File: src/srle_pkg.sv
// Shared types and constants for the sample run-length encoder.
package srle_pkg;

    localparam logic [15:0] LOW_GROUP_MASK  = 16'h00ff;
    localparam logic [15:0] HIGH_GROUP_MASK = 16'hff00;
    localparam logic [15:0] SHORT_RUN_MAX   = 16'd128;
    localparam logic [15:0] LONG_RUN_MAX    = 16'd32768;

    localparam int QUEUE_DEPTH = 4;
    localparam int QUEUE_AW    = $clog2(QUEUE_DEPTH);
    localparam int QUEUE_CW    = $clog2(QUEUE_DEPTH + 1);

    typedef enum logic {
        REG_GROUP_ONE_DISABLE = 1'b0,
        REG_GROUP_TWO_DISABLE = 1'b1
    } reg_index_t;

    typedef struct packed {
        logic        last;
        logic [15:0] length;
        logic [15:0] value;
    } record_t;

endpackage

File: src/sample_run_length_encoder.sv
// Top level of the sample run-length encoder: masking, run tracking, record queue.
// Latency: a record enters the output queue at the edge that accepts the word closing it,
// and is offered on m_tvalid from the next cycle.
// Throughput: one input word per cycle while s_tready is high; a word can produce two records, drained
// one per cycle while m_tready is high from a four-entry queue; s_tready drops when more than two are queued.
// Reset (aresetn low, synchronous): no run open, queue empty, both group disables cleared.
module sample_run_length_encoder (
    input  logic        aclk,
    input  logic        aresetn,
    // configuration
    input  logic        psel,
    input  logic        penable,
    input  logic        pwrite,
    input  logic [2:0]  paddr,
    input  logic [31:0] pwdata,
    output logic [31:0] prdata,
    output logic        pready,
    // input samples
    input  logic        s_tvalid,
    output logic        s_tready,
    input  logic [15:0] s_tdata,   // [15:0] sample_value
    input  logic        s_tlast,   // final_sample
    // output records
    output logic        m_tvalid,
    input  logic        m_tready,
    output logic [31:0] m_tdata,   // [15:0] run_value, [31:16] run_length
    output logic        m_tlast    // last_record
);

    logic g1_dis_reg;
    logic g2_dis_reg;

    logic [15:0] run_val_reg, run_val_next;
    logic [15:0] run_len_reg, run_len_next;

    srle_pkg::record_t queue_reg [srle_pkg::QUEUE_DEPTH];
    logic [srle_pkg::QUEUE_AW-1:0] wr_ptr_reg, rd_ptr_reg;
    logic [srle_pkg::QUEUE_CW-1:0] count_reg, count_next;

    logic        cfg_wr;
    logic        in_acc;
    logic        out_acc;
    logic [15:0] mask;
    logic [15:0] limit;
    logic [15:0] sample;
    logic        merge;
    logic        brk_valid;
    srle_pkg::record_t rec_first, rec_second;
    logic [1:0]  push_n;

    // configuration port
    assign pready = 1'b1;
    assign cfg_wr = psel && penable && pwrite;

    always_ff @(posedge aclk) begin
        if (!aresetn) begin
            g1_dis_reg <= 1'b0;
            g2_dis_reg <= 1'b0;
        end else if (cfg_wr) begin
            case (srle_pkg::reg_index_t'(paddr[2]))
                srle_pkg::REG_GROUP_ONE_DISABLE: g1_dis_reg <= pwdata[0];
                srle_pkg::REG_GROUP_TWO_DISABLE: g2_dis_reg <= pwdata[0];
                default: ;
            endcase
        end
    end

    always_comb begin
        case (srle_pkg::reg_index_t'(paddr[2]))
            srle_pkg::REG_GROUP_ONE_DISABLE: prdata = {31'd0, g1_dis_reg};
            srle_pkg::REG_GROUP_TWO_DISABLE: prdata = {31'd0, g2_dis_reg};
            default:                         prdata = 32'd0;
        endcase
    end

    // run tracking
    assign in_acc  = s_tvalid && s_tready;
    assign out_acc = m_tvalid && m_tready;

    always_comb begin
        mask   = (g1_dis_reg ? 16'd0 : srle_pkg::LOW_GROUP_MASK)
               | (g2_dis_reg ? 16'd0 : srle_pkg::HIGH_GROUP_MASK);
        limit  = (g1_dis_reg || g2_dis_reg) ? srle_pkg::SHORT_RUN_MAX : srle_pkg::LONG_RUN_MAX;
        sample = s_tdata & mask;
        merge  = (run_len_reg != 16'd0) && (sample == run_val_reg) && (run_len_reg < limit);
        brk_valid = !merge && (run_len_reg != 16'd0);

        if (merge) begin
            run_val_next = run_val_reg;
            run_len_next = 16'(run_len_reg + 16'd1);
        end else begin
            run_val_next = sample;
            run_len_next = 16'd1;
        end

        rec_second.value  = run_val_next;
        rec_second.length = run_len_next;
        rec_second.last   = 1'b1;

        if (brk_valid) begin
            rec_first.value  = run_val_reg;
            rec_first.length = run_len_reg;
            rec_first.last   = 1'b0;
        end else begin
            rec_first = rec_second;
        end

        push_n = in_acc ? (2'(brk_valid) + 2'(s_tlast)) : 2'd0;
    end

    always_ff @(posedge aclk) begin
        if (!aresetn) begin
            run_val_reg <= 16'd0;
            run_len_reg <= 16'd0;
        end else if (in_acc) begin
            if (s_tlast) begin
                run_val_reg <= 16'd0;
                run_len_reg <= 16'd0;
            end else begin
                run_val_reg <= run_val_next;
                run_len_reg <= run_len_next;
            end
        end
    end

    // record queue
    assign count_next = count_reg + srle_pkg::QUEUE_CW'(push_n)
                      - srle_pkg::QUEUE_CW'(out_acc);
    assign s_tready   = count_reg <= srle_pkg::QUEUE_CW'(srle_pkg::QUEUE_DEPTH - 2);
    assign m_tvalid   = count_reg != '0;
    assign m_tdata    = {queue_reg[rd_ptr_reg].length, queue_reg[rd_ptr_reg].value};
    assign m_tlast    = queue_reg[rd_ptr_reg].last;

    always_ff @(posedge aclk) begin
        for (int i = 0; i < srle_pkg::QUEUE_DEPTH; i++) begin
            if (push_n != 2'd0 && srle_pkg::QUEUE_AW'(i) == wr_ptr_reg) begin
                queue_reg[i] <= rec_first;
            end else if (push_n == 2'd2
                         && srle_pkg::QUEUE_AW'(i) == srle_pkg::QUEUE_AW'(wr_ptr_reg + 1'b1)) begin
                queue_reg[i] <= rec_second;
            end
        end
    end

    always_ff @(posedge aclk) begin
        if (!aresetn) begin
            wr_ptr_reg <= '0;
            rd_ptr_reg <= '0;
            count_reg  <= '0;
        end else begin
            wr_ptr_reg <= srle_pkg::QUEUE_AW'(wr_ptr_reg + srle_pkg::QUEUE_AW'(push_n));
            if (out_acc) begin
                rd_ptr_reg <= srle_pkg::QUEUE_AW'(rd_ptr_reg + 1'b1);
            end
            count_reg <= count_next;
        end
    end

`ifndef SYNTH
    a_queue_bound: assert property (@(posedge aclk) disable iff (!aresetn)
        count_reg <= srle_pkg::QUEUE_CW'(srle_pkg::QUEUE_DEPTH))
        else $error("record queue overflow");

    a_room_on_accept: assert property (@(posedge aclk) disable iff (!aresetn)
        in_acc |-> (count_reg <= srle_pkg::QUEUE_CW'(srle_pkg::QUEUE_DEPTH - 2)))
        else $error("word accepted without room for two records");

    a_run_bound: assert property (@(posedge aclk) disable iff (!aresetn)
        run_len_reg <= srle_pkg::LONG_RUN_MAX)
        else $error("open run beyond longest limit");

    a_final_closes: assert property (@(posedge aclk) disable iff (!aresetn)
        (in_acc && s_tlast) |=> (run_len_reg == 16'd0))
        else $error("run still open after final word");

    a_no_empty_record: assert property (@(posedge aclk) disable iff (!aresetn)
        m_tvalid |-> (m_tdata[31:16] != 16'd0))
        else $error("record with zero length offered");
`endif

endmodule

File: config.mk
export PLATFORM = sky130hd
export DESIGN_NAME = sample_run_length_encoder
export DESIGN_NICKNAME = d
export VERILOG_FILES = /design/src/srle_pkg.sv /design/src/sample_run_length_encoder.sv
export SDC_FILE = /design/constraint.sdc
export NUM_CORES = 1
export LEC_CHECK = 0
export BUFFER_PORTS_ARGS = -buffer_cell sky130_fd_sc_hd__buf_2
export CORE_MARGIN = 3
export CORE_UTILIZATION = 25
export CTS_CLUSTER_SIZE = 28
export DETAILED_ROUTE_END_ITERATION = 8
export PLACE_DENSITY = 0.37
export SYNTH_ARGS = -nofsm -noshare
export SYNTH_HDL_FRONTEND = slang
export SYNTH_SLANG_ARGS = --single-unit
File: constraint.sdc
create_clock -name aclk -period 7.8 [get_ports aclk]
set_input_delay 0.39 -clock aclk [delete_from_list [all_inputs] [get_ports aclk]]
set_output_delay 0.39 -clock aclk [all_outputs]
set_load 0.05 [all_outputs]
### Word-level counts from Yosys, hierarchy flattened

Memories as Yosys holds them, arrays and structs flattened. A register that Yosys moved wholly into a read port is not among the register bits.
Cells that the tools add are included.
Widths: inputs -> output; s select.

* register bits after elaboration: 41
* bits in writable memories: 132
* input bits: 59
* output and inout bits: 68
* logic and storage cells: 100
* memories kept: 1

Memories
* queue_reg: depth 4, width 33, read ports 1, clocked after Yosys merged registers in 1, wr ports 2, line sample_run_length_encoder.sv:36 `srle_pkg::record_t queue_reg [srle_pkg::QUEUE_DEPTH];`

* add/subtract/negate cells: 7
* $lt $le $gt $ge: 2
* equal/unequal tests: 8
* mux-type cells: 42
* bitwise gates (word level): 7
* reduce and logical (&&, ||, !) cells: 26

Operators with widths (count)
* $mux 33: 7
* $mux 16: 6
* $reduce_or 33->1: 2
* $pmux 32 s2: 1
* $mux 1: 22
* $add 16x1->16 const B: 1
* $and 16x16->16: 1
* $eq 16x16->1: 1
* $lt 16x16->1: 1
* $or 8x16->16: 1
* $reduce_bool 16->1: 1
* $logic_and 1x1->1: 15
* $mux 2: 5
* $eq 2x2->1 const A: 4
* $mux 8: 1
* $add 2x1->2 const B: 2
* $eq 1x2->1 const A: 2
* $logic_not 2->1: 2
* $or 1x1->1: 4
* $reduce_and 2->1: 2
* $add 3x2->3: 1
* $le 3x2->1 const B: 1
* $reduce_bool 3->1: 1
* $sub 3x1->3: 1
* other kinds (7): 7

### Logic depth before layout (Yosys ltp)

Gate-level depths: netlist (run 1).

* depth in word-level cells: 18
* gate-level depth with buffers: 20
* mapped depth without buffers: 17

### Worst setup path before layout (run 1)

No wires, ideal clock.

* path type: register -> register
* start: reg g2_dis_reg
* end: mem queue_reg[3][0] in the netlist's numbering (enable)
* library setup time: 0.471 ns
* arrival: 5.181 ns
* required time: 7.329 ns
* slack: 2.147 ns
* stages on the path, launching flop included: 14
* path buffers: 3
* period minus slack after synthesis: 5.653 ns
* cells stage by stage: dfxtp_1 > buf_2 > or2_2 > ha_1 > inv_1 > a31oi_1 > a2111oi_4 > nand4_2 > clkbuf_1 > nor2b_1 > ha_1 > clkbuf_1 > mux2i_1 > nor3b_1

RTL lines
* from (decl): line sample_run_length_encoder.sv:31 `logic g2_dis_reg;`
* from (signal assigned): line sample_run_length_encoder.sv:62 `srle_pkg::REG_GROUP_TWO_DISABLE: g2_dis_reg <= pwdata[0];`
* to (decl): line sample_run_length_encoder.sv:36

==> metrics.md, run 1 <==
| Metric | Value |
|---|---|
| Clock slew at reported path FFs | `0.07 ns` |
| RSZ-0062 raised after global routing | `false` |
| Setup_tns | `0 ns` |
| Vias in the first global route | `~6700` |
| Fmax | `about 200 MHz` |
| Count of flip-flops with a built-in enable after synthesis | `between 100 and 150` |
| Post-Syn Instances | `813` |
| IO Count | `127` |
| Fillcell total | `around 4000` |
| Slew Limit Fails | `0` |
| Register area share after synthesis | `between 40% and 50%` |
| Post-route minimum period | `approximately 5 ns` |
| Clock latency on the worst-skew pair | `0.44 ns` |
| Total of max-cap violations | `0` |
| GRT Residual Overflow | `0` |
| Post-DP HPWL | `roughly 17 mm` |
| Synth Warn # | `0` |
| Largest net degree at the start of global routing | `56` |
| Slew headroom | `between 20% and 30%` |
| Final cycle utilization of the critical path | `approximately 65%` |
| H-tree levels | `4` |
| Initial Utilization | `around a quarter` |
| Die span in y | `between 200 and 250 um` |
| Ys flop type | `edfxtp_1` |
| PostCTS Resize Cnt | `0` |
| Worst EP required | `8.10 ns` |
| Mean post-synth cell area | `about 12 um^2` |
| Final Util | `approximately 29%` |
| CTS Hold Bufs | `0` |
| Worst Path Max Fanout | `26` |
| Buffers added on ports | `a little over 60` |
| Tightest Pin Transition | `around 1.2 ns` |
| Post-synth top area share | `around 41%` |
| Cell taking the most area after synthesis | `edfxtp_1` |
| Clock buffer depth | `2` |
| VDD IR max | `about 0.17 mV` |
| Area grow syn2layout | `12.6%` |
| Initial DRC count | `340` |
| Final setup fails | `0` |
| Critical path type | `reg2reg` |
| Die ar. | `between 40000 and 50000 um^2` |
| DR WL/cell | `between 20 and 25 um` |
| Routed wire length | `28.0 mm` |
| Async S/R FF share, synth | `0%` |
| Drt pass-1 iters | `5` |
| Netlist cell types | `65` |
| Worst slack, placed | `2.62 ns` |
| Hold crit path type | `in2reg` |
| Clock Tree Root | `clkbuf_16` |
| # rows | `approximately 70` |
| Nature of the critical path startpoint | `flip-flop` |
| Leakage Power | `3.66 nW` |
| Final Skew | `around 0.011 ns` |
| CTS tree | `built` |
| Post-CTS Setup Inserts | `0` |
| R2r setup slk | `2.70 ns` |
| Register bit total from synthesis | `175` |
| Status | `finished, final reports clean` |
| Final GP Congestion | `~0.69` |
| PnR worst setup slack | `2.70 ns` |
| CP Capture Type | `flip-flop` |
| Most common cell in the netlist | `edfxtp_1` |
| Largest register FFs | `approximately 130` |
| CTS Buf Count | `17` |
| Data arrival time of the worst path | `5.40 ns` |
| Clock sink count | `between 150 and 200` |
| Fin. Hold Viols | `0` |
| Area of the multi-input gates | `~4400 um^2` |
| PwrDens | `approximately 270 nW/um^2` |
| GRT Total Usage | `around 14%` |
| Top cells by count, synth | `131 x edfxtp_1, 50 x clkbuf_1, 44 x dfxtp_1` |
| Initial antenna violation count | `1` |
| Largest cells by area after synthesis | `edfxtp_1 41%, dfxtp_1 9.1%, mux4_2 7.7%` |
| Share of layout cells above drive strength 1 | `25.1%` |
| Synthesized area | `~9700 um^2` |
| DR vias | `between 6000 and 7000` |
| Post-route DRC | `0` |
| # nets final | `900` |
| Core area | `37900 um^2` |
| First-pass GRT wire length | `~43 mm` |
| Final antenna-violating net count | `0` |
| Sequential standard cell area | `a little under 5000 um^2` |
| Die Wd | `~200 um` |
| Via/cell ratio | `4.78` |
==> cells in the final DEF, fill, tap and decap left out, types with 13 or more instances in the layout <==
cell type and n:
buf_2 61, nor3_1 28, nor4_1 17, mux2_2 40
inv_1 15, mux4_2 33, o21ai_0 17, buf_4 17
nand2b_1 14, clkbuf_16 17, nand3_1 33, and2_1 13
edfxtp_1 131, dfxtp_1 42, a21oi_1 21, nor2_1 15
nor3b_1 16, conb_1 32, nor2b_1 41, a22o_1 19
nand2_1 34, o2bb2ai_1 18, a21o_1 34, a221o_1 20
==> worst max-delay path, stage by stage, from the launching register on <==
cell       delay (ns)
dfxtp_1          0.57
or2_2            0.42
ha_1             0.18
inv_1            0.05
o2111ai_1        0.11
nor4_1           0.42
nand4_2          0.17
nor2b_1          0.17
ha_1             0.40
nor3b_1          0.38
o21ai_0          0.13
nand2_1          0.07
nand2_1          0.47
inv_2            0.78
buf_4            0.41
a32o_1           0.21
==> through the flow <==
stage	hold WS (ns)	cells	area [um^2]	total power, mW
after floorplan	0.435	843	9790	1.91
after global placement	0.467	1324	10300	2.17
after detailed placement	0.474	1324	10300	2.16
after CTS	0.202	1356	10900	3.00
after global routing	0.229	1357	10900	3.09
final	0.221	1357	10900	2.95
==> kinds of logic after synthesis <==
family,count (synthesis),synth area share [%]
DFF,175,49.8
buffers and inverters,124,6.40
AOI/OAI and AO/OA,165,14.1
xor gates and xnor gates,16,1.45
other,2,0.0776
muxes,76,12.6
and+or+nand+nor,246,14.4
adders and majority gates,9,1.24
==> layout make-up <==
class	count	area share [%]
Clock buffer	18	3.94
Timing Repair Buffer	78	3.97
Antenna cell	1	0.0230
Multi-Input combinational cell	544	40.3
Clock inverter	14	1.09
Sequential cell	175	44.2
Tap cell	511	5.87
Inverter	16	0.551
==> per-layer routing <==
layer	vias to the layer above	wire length [um]	track usage, %
li1	3081	-	-
met2	117	12700	21.8
met3	20	809	2.18
met1	3268	14200	20.0
met4	0	337	3.44
met5	-	0	0
==> power by group <==
| part | internal, mW | total, mW | switching (mW) |
|---|---|---|---|
| clock | 0.439 | 0.829 | 0.390 |
| sequential | 1.09 | 1.13 | 0.0385 |
| combinational | 0.299 | 0.999 | 0.700 |
| total | 1.83 | 2.95 | 1.13 |
==> path summary, 6_finish.rpt <==
path,start,to,depth (start not counted)
worst max-delay path,g1_dis_reg$_SDFFE_PN0P_,queue_reg[2][17]$_DFFE_PP_,15
worst min-delay path,pwdata[0],g1_dis_reg$_SDFFE_PN0P_,3
worst max register to register,g1_dis_reg$_SDFFE_PN0P_,queue_reg[2][17]$_DFFE_PP_,15
worst min register to register,queue_reg[2][32]$_SDFFE_PP1P_,queue_reg[2][32]$_SDFFE_PP1P_,2
Power figures use the tool's default switching activity.
==> inputs of run 2 (changes only) <==
==> constraint.sdc (replaced) <==
create_clock -name aclk -period 5.2 [get_ports aclk]
set_input_delay 0.26 -clock aclk [delete_from_list [all_inputs] [get_ports aclk]]
set_output_delay 0.26 -clock aclk [all_outputs]
set_load 0.05 [all_outputs]
==> metrics.md, run 2 (same netlist as run 1, synthesis figures left out) <==
| Metric | Value |
|---|---|
| PostCTS Resize Cnt | `0 (unchanged)` |
| # rows | `71 (unchanged)` |
| H-tree levels | `4 (unchanged)` |
| Area grow syn2layout | `13.7%` |
| Buffers added on ports | `61 (unchanged)` |
| Status | `finished, final reports clean` |
| VDD IR max | `0.249 mV (+50%)` |
| PnR worst setup slack | `1.09 ns (-1.61 ns)` |
| Die span in y | `203 um (unchanged)` |
| Initial DRC count | `452 (+33%)` |
| First-pass GRT wire length | `43.2 mm (-0.35%)` |
| Final setup fails | `0 (unchanged)` |
| PwrDens | `407 nW/um^2 (+50%)` |
| Final GP Congestion | `0.687 (about the same)` |
| Commonest non-fill, non-tap cell in the layout | `edfxtp_1` |
| Most frequent cells in the layout | `131 x edfxtp_1, 61 x buf_2, 42 x dfxtp_1` |
| Worst Path Max Fanout | `22 (-15%)` |
| Clock Tree Root | `clkbuf_16` |
| Fin. Hold Viols | `0 (unchanged)` |
| Nature of the critical path startpoint | `flip-flop` |
| Core area | `37900 um^2 (unchanged)` |
| Hold crit path type | `in2reg` |
| CTS Buf Count | `17 (unchanged)` |
| RSZ-0062 raised after global routing | `false` |
| Via/cell ratio | `4.73 (-0.93%)` |
| Clock buffer depth | `2 (unchanged)` |
| Final antenna-violating net count | `0 (unchanged)` |
| Post-CTS Setup Inserts | `0 (unchanged)` |
| Diode count | `0 (-1)` |
| CTS Hold Bufs | `0 (unchanged)` |
| Largest register FFs | `132 (unchanged)` |
| CP Capture Type | `flip-flop` |
| DR vias | `6468 (-0.28%)` |
| Final cycle utilization of the critical path | `79.0% (+14 points)` |
| Vias in the first global route | `6598 (-1.6%)` |
| Share of layout cells above drive strength 1 | `26.2% (+1.1 points)` |
| Fillcell total | `3927 (+0.31%)` |
| CTS tree | `built` |
| Drt pass-1 iters | `5 (unchanged)` |
| Clock latency on the worst-skew pair | `0.43 ns (about the same)` |
| Largest net degree at the start of global routing | `46 (-18%)` |
| Post-route cell area | `11000 um^2 (+1.0%)` |
| GRT Total Usage | `13.9% (about the same)` |
| Post-route DRC | `0 (unchanged)` |
| Slew headroom | `21.9% (+1.1 points)` |
| Critical path type | `reg2reg` |
| Slew Limit Fails | `0 (unchanged)` |
| # nets final | `910 (+1.1%)` |
| Total of max-cap violations | `0 (unchanged)` |
| Worst EP required | `5.50 ns (-2.60 ns)` |
| Data arrival time of the worst path | `4.41 ns (-0.99 ns)` |
| Final Skew | `0.0105 ns (-0.000299 ns)` |
| Leakage Power | `3.74 nW (+2.1%)` |
| Tightest Pin Transition | `1.17 ns (-0.0169 ns)` |
| Initial Utilization | `25.5% (unchanged)` |
| Fmax | `243 MHz (+24%)` |
| Post-route minimum period | `4.11 ns (-0.991 ns)` |
| GRT Residual Overflow | `0 (unchanged)` |
| Routed wire length | `27.8 mm (-0.64%)` |
| DR WL/cell | `20.4 um (-1.3%)` |
| IO Count | `127 (unchanged)` |
| Die ar. | `41100 um^2 (unchanged)` |
| Initial antenna violation count | `0 (-1)` |
| Post-DP HPWL | `17.3 mm (+2.7%)` |
| Setup_tns | `0 ns (unchanged)` |
| Post-placement cell area | `10400 um^2 (+0.91%)` |
| Clock sink count | `175 (unchanged)` |
| Worst slack, placed | `1.08 ns (-1.53 ns)` |
| Clock slew at reported path FFs | `0.07 ns (about the same)` |
| Die Wd | `203 um (unchanged)` |
-- run 2: cell count changes in the layout (fill, tap and decap cells not counted), moves of 2 or more --
cell        change
buf_4           +9
clkinv_2        +3
clkinv_1        -2
clkinvlp_4      -2
-- run 2: per-layer routing --
layer	vias to the layer above	GRT usage, %	part of all wire, %
met3	15	2.13	2.5
met2	103	21.9	47
met1	3245	20.1	50
met5	-	0	0
met4	0	3.04	0.84
li1	3105	-	-
-- run 2: final cells by class --
| class | instances | area (um^2) | area share [%] |
|---|---|---|---|
| sequential | 175 | 4820 | 43.8 |
| multi-input combinational | 544 | 4400 | 40.0 |
| tap | 511 | 639 | 5.81 |
| timing repair buffer | 88 | 520 | 4.73 |
| clock buffer | 18 | 429 | 3.90 |
| clock inverter | 14 | 141 | 1.28 |
| inverter | 16 | 60.1 | 0.546 |
-- run 2: worst paths after layout --
path / cells after the start / start / slack, ns / endpoint
max: 13 / run_len_reg[11]$_SDFFE_PN0P_ / 1.09 / queue_reg[2][17]$_DFFE_PP_
min: 3 / pwdata[0] / 0.10 / g1_dis_reg$_SDFFE_PN0P_
max reg2reg: 13 / run_len_reg[11]$_SDFFE_PN0P_ / 1.09 / queue_reg[2][17]$_DFFE_PP_
min reg2reg: 2 / queue_reg[2][32]$_SDFFE_PP1P_ / 0.47 / queue_reg[2][32]$_SDFFE_PP1P_
-- run 2: worst max-delay path, cell delays in order (launching register included) --
cell	delay [ns]
dfxtp_1	0.44
nor4_1	0.70
a31oi_1	0.26
a2111oi_4	0.33
nand4_2	0.15
nor2b_1	0.16
ha_1	0.39
nor3b_1	0.40
o21ai_0	0.13
nand2_1	0.07
nand2_1	0.07
inv_2	0.40
buf_12	0.27
a32o_1	0.18
-- run 2: power by group --
group / internal, mW / total (mW) / switching, mW
clock network: 0.708 / 1.28 / 0.574
registers: 1.63 / 1.74 / 0.107
logic: 0.459 / 1.46 / 1.00
total: 2.80 / 4.48 / 1.68
-- run 2: metrics by stage --
stage	utilization [%]	total power [mW]	hold WS, ns	cells
after detailed placement	27.5	3.26	0.461	1334
after global routing	29.0	4.71	0.0978	1366
after CTS	29.0	4.56	0.0840	1366
after floorplan	-	2.87	0.405	843
final	29.0	4.48	0.104	1366
after global placement	27.5	3.26	0.455	1334
